$ cat config.mk
export PLATFORM = sky130hd
export DESIGN_NAME = radix_integer_to_ascii_core
export DESIGN_NICKNAME = d
export VERILOG_FILES = /design/src/hdl/rita_pkg.sv /design/src/hdl/rita_front.sv /design/src/hdl/rita_queue.sv /design/src/hdl/rita_back.sv /design/src/hdl/radix_integer_to_ascii_core.sv
export SDC_FILE = /design/constraint.sdc
export NUM_CORES = 1
export LEC_CHECK = 0
export ABC_AREA = 1
export CORE_MARGIN = 2
export CORE_UTILIZATION = 50
export CTS_CLUSTER_SIZE = 14
export DETAILED_ROUTE_END_ITERATION = 8
export DONT_BUFFER_PORTS = 1
export HOLD_SLACK_MARGIN = 0.08
export PLACE_DENSITY = 0.79
export REMOVE_ABC_BUFFERS = 1
export SYNTH_ARGS = -nofsm -noshare
export SYNTH_HDL_FRONTEND = slang
export SYNTH_HIERARCHICAL = 1
export SYNTH_SLANG_ARGS = --single-unit
$ cat constraint.sdc
create_clock -name clk -period 11.3 [get_ports clk]
set_input_delay 2.26 -clock clk [delete_from_list [all_inputs] [get_ports clk]]
set_output_delay 2.26 -clock clk [all_outputs]
set_load 0.03 [all_outputs]
$ cat src/hdl/rita_pkg.sv
// ----------------------------------------------------------------------------
// rita_pkg: shared types and constants for the radix integer to ASCII core
// Holds the job descriptor, the back-end state type, the character constants
// and the digit-to-character function.
// ----------------------------------------------------------------------------
package rita_pkg;

	// A base never exceeds 36, so six bits hold any base or digit.
	localparam int BASE_W = 6;
	localparam int CHAR_W = 7;
	// Dividend bits consumed per cycle by the digit divider.
	localparam int DIGIT_STEP = 8;
	localparam int QUEUE_DEPTH = 2;

	localparam logic [7:0] MIN_BASE = 8'd2;
	localparam logic [BASE_W-1:0] DEFAULT_BASE = 6'd10;
	localparam logic [BASE_W-1:0] LETTER_BASE = 6'd10;

	localparam logic [CHAR_W-1:0] CH_ZERO = 7'h30;
	localparam logic [CHAR_W-1:0] CH_UPPER = 7'h41;
	localparam logic [CHAR_W-1:0] CH_LOWER = 7'h61;
	localparam logic [CHAR_W-1:0] CH_MINUS = 7'h2D;

	// Classified job, without the magnitude whose width is a parameter.
	typedef struct packed {
		logic neg;
		logic upper;
		logic [BASE_W-1:0] base;
	} rita_job_t;

	localparam int JOB_W = $bits(rita_job_t);

	typedef enum logic [2:0] {
		ST_IDLE,
		ST_DIVIDE,
		ST_CHECK,
		ST_SIGN,
		ST_EMIT
	} rita_state_t;

	function automatic logic [CHAR_W-1:0] digit_char(input logic [BASE_W-1:0] d,
		input logic up);
		logic [CHAR_W-1:0] letter_base;
		letter_base = up ? CH_UPPER : CH_LOWER;
		if (d < LETTER_BASE) begin
			return CH_ZERO + CHAR_W'(d);
		end
		return letter_base + CHAR_W'(d - LETTER_BASE);
	endfunction

endpackage

$ cat src/hdl/rita_front.sv
// ----------------------------------------------------------------------------
// rita_front: input stage of the radix integer to ASCII core
// Accepts an input transfer, takes the magnitude and sign of the value and
// replaces an unusable base with base 10, then offers the job to the queue.
// ----------------------------------------------------------------------------
module rita_front #(
	parameter int VALUE_WIDTH = 32,
	parameter int MAX_BASE = 36
) (
	input  logic clk,
	input  logic arst_n,
	input  logic in_valid,
	output logic in_ready,
	input  logic [VALUE_WIDTH-1:0] value,
	input  logic [7:0] base,
	input  logic upper_case,
	output logic job_valid,
	input  logic job_ready,
	output logic [VALUE_WIDTH-1:0] job_mag,
	output rita_pkg::rita_job_t job
);
	import rita_pkg::*;

	logic valid_s1;
	logic [VALUE_WIDTH-1:0] mag_s1;
	rita_job_t job_s1;
	rita_job_t job_c;

	assign in_ready = !valid_s1 || job_ready;

	always_comb begin
		job_c.neg = value[VALUE_WIDTH-1];
		job_c.upper = upper_case;
		if (base < MIN_BASE || base > 8'(MAX_BASE)) begin
			job_c.base = DEFAULT_BASE;
		end else begin
			job_c.base = base[BASE_W-1:0];
		end
	end

	always_ff @(posedge clk or negedge arst_n) begin
		if (!arst_n) begin
			valid_s1 <= 1'b0;
		end else if (in_ready) begin
			valid_s1 <= in_valid;
		end
	end

	always_ff @(posedge clk) begin
		if (in_ready && in_valid) begin
			mag_s1 <= value[VALUE_WIDTH-1] ? (~value + 1'b1) : value;
			job_s1 <= job_c;
		end
	end

	assign job_valid = valid_s1;
	assign job_mag = mag_s1;
	assign job = job_s1;

endmodule

$ cat src/hdl/rita_queue.sv
// ----------------------------------------------------------------------------
// rita_queue: short job queue between front and back end
// A small register FIFO so that the front end keeps taking items while the
// back end is busy converting.
// ----------------------------------------------------------------------------
module rita_queue #(
	parameter int W = 46
) (
	input  logic clk,
	input  logic arst_n,
	input  logic push_valid,
	output logic push_ready,
	input  logic [W-1:0] push_data,
	output logic pop_valid,
	input  logic pop_ready,
	output logic [W-1:0] pop_data
);
	import rita_pkg::*;

	localparam int PTR_W = $clog2(QUEUE_DEPTH);
	localparam int CNT_W = $clog2(QUEUE_DEPTH + 1);

	logic [W-1:0] entry_q [QUEUE_DEPTH];
	logic [PTR_W-1:0] wr_ptr_q;
	logic [PTR_W-1:0] rd_ptr_q;
	logic [CNT_W-1:0] count_q;
	logic do_push;
	logic do_pop;

	assign push_ready = count_q != CNT_W'(QUEUE_DEPTH);
	assign pop_valid = count_q != '0;
	assign pop_data = entry_q[rd_ptr_q];
	assign do_push = push_valid && push_ready;
	assign do_pop = pop_valid && pop_ready;

	always_ff @(posedge clk or negedge arst_n) begin
		if (!arst_n) begin
			wr_ptr_q <= '0;
			rd_ptr_q <= '0;
			count_q <= '0;
		end else begin
			if (do_push) begin
				wr_ptr_q <= (wr_ptr_q == PTR_W'(QUEUE_DEPTH - 1)) ? '0 : wr_ptr_q + 1'b1;
			end
			if (do_pop) begin
				rd_ptr_q <= (rd_ptr_q == PTR_W'(QUEUE_DEPTH - 1)) ? '0 : rd_ptr_q + 1'b1;
			end
			if (do_push && !do_pop) begin
				count_q <= count_q + 1'b1;
			end else if (do_pop && !do_push) begin
				count_q <= count_q - 1'b1;
			end
		end
	end

	always_ff @(posedge clk) begin
		if (do_push) begin
			entry_q[wr_ptr_q] <= push_data;
		end
	end

endmodule

$ cat src/hdl/rita_back.sv
// ----------------------------------------------------------------------------
// rita_back: digit engine of the radix integer to ASCII core
// Divides the magnitude by the base repeatedly, stacking the remainders, then
// sends the sign if negative, then the stacked digits most significant first.
// ----------------------------------------------------------------------------
module rita_back #(
	parameter int VALUE_WIDTH = 32
) (
	input  logic clk,
	input  logic arst_n,
	input  logic job_valid,
	output logic job_ready,
	input  logic [VALUE_WIDTH-1:0] job_mag,
	input  rita_pkg::rita_job_t job,
	output logic out_valid,
	input  logic out_ready,
	output logic [rita_pkg::CHAR_W-1:0] out_char,
	output logic out_last
);
	import rita_pkg::*;

	localparam int DIV_W = ((VALUE_WIDTH + DIGIT_STEP - 1) / DIGIT_STEP) * DIGIT_STEP;
	localparam int STEPS = DIV_W / DIGIT_STEP;
	localparam int STEP_W = (STEPS > 1) ? $clog2(STEPS) : 1;
	localparam int CNT_W = $clog2(VALUE_WIDTH + 1);

	rita_state_t state_q;
	rita_state_t state_d;

	logic [DIV_W-1:0] div_q;
	logic [BASE_W-1:0] rem_q;
	logic [STEP_W-1:0] step_q;
	logic [CNT_W-1:0] cnt_q;
	logic [BASE_W-1:0] stack_q [VALUE_WIDTH];
	rita_job_t job_q;

	logic out_valid_q;
	logic [CHAR_W-1:0] out_char_q;
	logic out_last_q;

	logic out_free;
	logic step_last;
	logic div_done;
	logic take_job;
	logic push_digit;
	logic pop_digit;
	logic load_out;

	logic [BASE_W:0] r;
	logic [DIGIT_STEP-1:0] top_bits;
	logic [DIGIT_STEP-1:0] qbits;
	logic [BASE_W-1:0] rem_next;
	logic [DIV_W-1:0] div_next;

	assign out_free = !out_valid_q || out_ready;
	assign step_last = step_q == STEP_W'(STEPS - 1);
	assign div_done = (div_q == '0) || (cnt_q == CNT_W'(VALUE_WIDTH));

	// One slice of restoring division: eight quotient bits per cycle, with the
	// running remainder always below the base.
	always_comb begin
		top_bits = div_q[DIV_W-1 -: DIGIT_STEP];
		r = {1'b0, rem_q};
		qbits = '0;
		for (int i = DIGIT_STEP - 1; i >= 0; i--) begin
			r = {r[BASE_W-1:0], top_bits[i]};
			if (r >= {1'b0, job_q.base}) begin
				r = r - {1'b0, job_q.base};
				qbits[i] = 1'b1;
			end
		end
		rem_next = r[BASE_W-1:0];
		div_next = (div_q << DIGIT_STEP) | DIV_W'(qbits);
	end

	always_comb begin
		state_d = state_q;
		unique case (state_q)
			ST_IDLE: begin
				if (job_valid) begin
					state_d = ST_DIVIDE;
				end
			end
			ST_DIVIDE: begin
				if (step_last) begin
					state_d = ST_CHECK;
				end
			end
			ST_CHECK: begin
				if (div_done) begin
					state_d = job_q.neg ? ST_SIGN : ST_EMIT;
				end else begin
					state_d = ST_DIVIDE;
				end
			end
			ST_SIGN: begin
				if (out_free) begin
					state_d = ST_EMIT;
				end
			end
			ST_EMIT: begin
				if (out_free && cnt_q == CNT_W'(1)) begin
					state_d = ST_IDLE;
				end
			end
			default: state_d = ST_IDLE;
		endcase
	end

	always_comb begin
		take_job = 1'b0;
		push_digit = 1'b0;
		pop_digit = 1'b0;
		load_out = 1'b0;
		unique case (state_q)
			ST_IDLE: take_job = job_valid;
			ST_DIVIDE: push_digit = step_last;
			ST_CHECK: ;
			ST_SIGN: load_out = out_free;
			ST_EMIT: begin
				load_out = out_free;
				pop_digit = out_free;
			end
			default: ;
		endcase
	end

	assign job_ready = take_job;

	always_ff @(posedge clk or negedge arst_n) begin
		if (!arst_n) begin
			state_q <= ST_IDLE;
			cnt_q <= '0;
			step_q <= '0;
			out_valid_q <= 1'b0;
		end else begin
			state_q <= state_d;
			if (take_job || state_q == ST_CHECK) begin
				step_q <= '0;
			end else if (state_q == ST_DIVIDE) begin
				step_q <= step_q + 1'b1;
			end
			if (take_job) begin
				cnt_q <= '0;
			end else if (push_digit) begin
				cnt_q <= cnt_q + 1'b1;
			end else if (pop_digit) begin
				cnt_q <= cnt_q - 1'b1;
			end
			if (load_out) begin
				out_valid_q <= 1'b1;
			end else if (out_ready) begin
				out_valid_q <= 1'b0;
			end
		end
	end

	always_ff @(posedge clk) begin
		if (take_job) begin
			div_q <= DIV_W'(job_mag);
			job_q <= job;
			rem_q <= '0;
		end else if (state_q == ST_DIVIDE) begin
			div_q <= div_next;
			rem_q <= rem_next;
		end else if (state_q == ST_CHECK) begin
			rem_q <= '0;
		end
		if (push_digit) begin
			stack_q[0] <= rem_next;
			for (int i = 1; i < VALUE_WIDTH; i++) begin
				stack_q[i] <= stack_q[i-1];
			end
		end else if (pop_digit) begin
			for (int i = 0; i < VALUE_WIDTH - 1; i++) begin
				stack_q[i] <= stack_q[i+1];
			end
		end
		if (load_out) begin
			if (state_q == ST_SIGN) begin
				out_char_q <= CH_MINUS;
				out_last_q <= 1'b0;
			end else begin
				out_char_q <= digit_char(stack_q[0], job_q.upper);
				out_last_q <= cnt_q == CNT_W'(1);
			end
		end
	end

	assign out_valid = out_valid_q;
	assign out_char = out_char_q;
	assign out_last = out_last_q;

endmodule

$ cat src/hdl/radix_integer_to_ascii_core.sv
// ----------------------------------------------------------------------------
// radix_integer_to_ascii_core: signed integer to ASCII string in any base
// Converts a signed value to its digits in base 2..MAX_BASE, sign first, one
// character per output transfer, last character marked by tlast.
// ----------------------------------------------------------------------------
// Usage:
// An input transfer on s_axis carries the value, the base and the letter-case
// flag. A base below 2 or above MAX_BASE converts in base 10. The output
// stream on m_axis gives '-' first for a negative value, then the
// digits most significant first; zero gives the single character '0'.
// Timing: the front stage registers the classified item and hands it to a
// two-entry queue, so up to three items can be taken while the digit engine
// is busy. The engine divides by the base with a restoring divider that
// consumes eight dividend bits per cycle, running the divide steps over the
// whole dividend and then a check for each digit; the characters then leave
// at one per cycle while m_axis_tready stays high.
// Reset clears the front stage, the queue and the engine; nothing is lost but
// items in flight. When m_axis_tready is low the current character holds and
// the engine waits, while the front end keeps filling the queue until full.
// ----------------------------------------------------------------------------
module radix_integer_to_ascii_core #(
	parameter int VALUE_WIDTH = 32,
	parameter int MAX_BASE = 36,
	localparam int IN_TDATA_W = ((VALUE_WIDTH + 9 + 7) / 8) * 8
) (
	input  logic clk,
	input  logic arst_n,
	input  logic s_axis_tvalid,
	output logic s_axis_tready,
	// Fields from bit 0: value (VALUE_WIDTH), base (8), upper_case (1), zero fill.
	input  logic [IN_TDATA_W-1:0] s_axis_tdata,
	output logic m_axis_tvalid,
	input  logic m_axis_tready,
	// Fields from bit 0: char_code (7), zero fill (1).
	output logic [7:0] m_axis_tdata,
	output logic m_axis_tlast
);
	import rita_pkg::*;

	localparam int QW = VALUE_WIDTH + JOB_W;

	logic [VALUE_WIDTH-1:0] in_value;
	logic [7:0] in_base;
	logic in_upper;

	// Front stage to queue.
	logic fq_valid;
	logic fq_ready;
	logic [VALUE_WIDTH-1:0] fq_mag;
	rita_job_t fq_job;

	// Queue to digit engine.
	logic qb_valid;
	logic qb_ready;
	logic [QW-1:0] qb_data;
	rita_job_t qb_job;
	logic [VALUE_WIDTH-1:0] qb_mag;

	logic [CHAR_W-1:0] char_code;

	assign in_value = s_axis_tdata[VALUE_WIDTH-1:0];
	assign in_base = s_axis_tdata[VALUE_WIDTH +: 8];
	assign in_upper = s_axis_tdata[VALUE_WIDTH + 8];

	rita_front #(
		.VALUE_WIDTH(VALUE_WIDTH),
		.MAX_BASE(MAX_BASE)
	) u_front (
		.clk(clk),
		.arst_n(arst_n),
		.in_valid(s_axis_tvalid),
		.in_ready(s_axis_tready),
		.value(in_value),
		.base(in_base),
		.upper_case(in_upper),
		.job_valid(fq_valid),
		.job_ready(fq_ready),
		.job_mag(fq_mag),
		.job(fq_job)
	);

	rita_queue #(
		.W(QW)
	) u_queue (
		.clk(clk),
		.arst_n(arst_n),
		.push_valid(fq_valid),
		.push_ready(fq_ready),
		.push_data({fq_mag, fq_job}),
		.pop_valid(qb_valid),
		.pop_ready(qb_ready),
		.pop_data(qb_data)
	);

	assign qb_job = qb_data[JOB_W-1:0];
	assign qb_mag = qb_data[QW-1:JOB_W];

	rita_back #(
		.VALUE_WIDTH(VALUE_WIDTH)
	) u_back (
		.clk(clk),
		.arst_n(arst_n),
		.job_valid(qb_valid),
		.job_ready(qb_ready),
		.job_mag(qb_mag),
		.job(qb_job),
		.out_valid(m_axis_tvalid),
		.out_ready(m_axis_tready),
		.out_char(char_code),
		.out_last(m_axis_tlast)
	);

	// The character sits in the low seven bits; the top bit is fill.
	assign m_axis_tdata = {1'b0, char_code};

endmodule
==> flow_summary.ini <==
[timing]
min_period_ps = 11270
clock.fmax_mhz = 88.74
max_slew_margin = 0.2030
finalCritPeriodShare = 0.9973
hold_ws_ps = 443.7
setup_tns_ps = 0
grt_setup_unrepaired = true
drv_slew = 0
worst_slew_pin_slew_ps = 1193
skew_ps = 13.56
hold_viol_final = 0
setup_violations = 0

[drt]
drt-pass1-iter-count = 5
drt-initial-drc-count = 1297
drt_wl_total_um = 43470
route.detailed.drc = 0
postRouteAntennaNets = 0
wl_per_cell_um = 15.59
vias = 14790
viasPerCell = 5.303

[worst_setup_path]
cp.arrival_ps = 11560
cp_top_family = compound AO/OA/AOI/OAI gates
critPathRequiredTime_ps = 11590
r2r_slack_ps = 30
reg2reg_from = u_back/div_q[31]
setup.worst_path.class = register to register
worstSetupStartpointType = register
reg2reg_to = u_back/stack_q[0][2]
worst_setup_path_end_kind = register
reg2reg_depth = 81
cp_slowest_stage_delay_ps = 540
path_common_cell = nand2_2
cp_max_fo = 7
crit_buf_inv = 16
cp_slowest_cell = fa_2

[floorplanning]
ioPinCount = 63
dieArea_um2 = 40700
fp.dieH_um = 201.8
die_w_um = 201.8
core_um2 = 38650
rows = 72
initial_utilization = 0.5059

[synthesis]
yosysTopAreaCell = edfxtp_1
netlist_instances = 2057
synth_ff_type = edfxtp_1
synth-xor-area-share = 0.02144
synth_area_um2 = 19550
synthAdderAreaFrac = 0.05017
seq_area_frac_synth = 0.5808
synth_compound_area_frac = 0.05772
async_reset_ff_frac = 0.04439
synth_cell_types = 59
avgSynthCellArea_um2 = 9.505
yosys.area_share.simple = 0.2372
synth_seq_cells = 383
synth_top_family_by_area = simple AND/OR/NAND/NOR gates
ys_top_cells_by_area = edfxtp_1 55%, nand2_1 16%, ha_1 4.1%
synth_top_area_share = 0.5529
synth_mux_area_frac = 0
ys_warn_count = 6
synth-edff-count = 360

[grt]
grt_pass1_wl_um = 68930
grt_max_degree = 117
grt_pass1_vias = 14500
grt_usage = 0.2049
grt_overflow = 0
antenna_found_initial = 0

[hold_path]
min_from = u_back/stack_q[15][1]
min_to = u_back/stack_q[15][7]
hold_path_depth = 0
hold_class = register to register

[placement]
portBuffers = 0
dp_hpwl_um = 26680
gp_congestion = 0.8677
dp_cells = 2668

[finish]
diodes = 0
fin_cells = 2789
layout_common_cells = 805 x nand2_1, 360 x edfxtp_1, 193 x buf_4, 162 x inv_1, 101 x o21ai_0
layout_commonest_cell = nand2_1
fin_util = 0.6108
synthToLayoutAreaGrowth_pct = 20.73
fin_nets = 2366
drive_above_1_share = 0.2087

[status]
status = completed

[clocking]
hold_buffers = 0
cts_made_buffers = 38
cts.clk_slew.worst_paths_ps = 60
tritoncts = done
h-tree-depth = 2
clockBufferDepth = 3
cts.sinks = 383
insertion_delay_ps = 530
cts-root-buf = clkbuf_16

[flow_run]
cap_violations = 0
synthesized netlist by cell type, drive strengths merged (4+ instances only):
library cell	n
xor2	28
nand3	85
dfxtp	6
a31oi	12
o21ai	119
nand4	20
a21oi	43
o21bai	4
nor2	111
nor3	4
nand2	867
ha	64
inv	185
buf	18
edfxtp	360
o31ai	4
xnor2	19
clkbuf	45
nor4	10
fa	9
dfrtp	17
per-layer routing:
layer	up-vias	GRT usage	wire length, µm
met5	-	0	0
met4	0	0.07222	1570
met2	456	0.3472	21070
met3	122	0.03434	2538
met1	7053	0.2672	18290
li1	7158	-	-
state kept, by name (all words and copies together) (netlist names):
| signal | flops |
|---|---|
| u_back/stack_q | 192 |
| u_queue/entry_q | 80 |
| u_back/div_q | 32 |
| u_front/job_mag | 32 |
| u_back/job_q | 8 |
| u_front/job | 8 |
| u_back/out_char | 7 |
| u_back/cnt_q | 6 |
| u_back/rem_q | 6 |
| u_back/state_q | 3 |
| u_back/step_q | 2 |
| u_queue/count_q | 2 |
| u_back/out_last | 1 |
| u_back/out_valid | 1 |
| u_front/job_valid | 1 |
| u_queue/rd_ptr_q | 1 |
| u_queue/wr_ptr_q | 1 |
metrics by stage:
step,worst slack [ps],instance area [µm²]
final,31.07,23610
after global routing,-512.7,23610
after CTS,11.24,22890
after detailed placement,-1018,21100
after global placement,-619.7,21100
after floorplan,-1285,19230
cell families after synthesis:
| family | count (synthesis) |
|---|---|
| simple gates | 1105 |
| flops | 383 |
| buf+inv | 250 |
| compound gates | 198 |
| fa+ha+maj | 73 |
| xor+xnor | 47 |
| other cells | 1 |
cell type report:
| cell class | instances | area (µm²) |
|---|---|---|
| clock buffers | 49 | 1013 |
| clock inverters | 21 | 168.9 |
| fillers | 2871 | 15040 |
| inverters | 187 | 715.7 |
| multi-input cells | 1424 | 8098 |
| flip-flops and latches | 383 | 11360 |
| well taps | 518 | 648.1 |
| repair buffers | 207 | 1607 |
timing repair:
action | 4_1_cts | 5_1_grt
gates resized for setup | 73 | 128
pin swaps | 38 | 88
setup buffers | 32 | 19
cloned | 0 | 0
setup endpoints to repair | 13 | 13
worst max-delay path by stage:
stage | cells after the start | end | from
2_1_floorplan | 78 | u_back/rem_q[4] | u_back/job_q[1]
4_1_cts | 82 | u_back/rem_q[0] | u_back/div_q[31]
6_report | 81 | u_back/stack_q[0][2] | u_back/div_q[31]
5_1_grt | 84 | u_back/stack_q[0][2] | u_back/div_q[31]
3_3_place_gp | 79 | u_back/stack_q[0][0] | u_back/job_q[4]
3_5_place_dp | 80 | u_back/stack_q[0][0] | u_back/job_q[5]
Power is not shown: default switching activity piles up to over one toggle a cycle in this logic, so the estimate is an artifact.
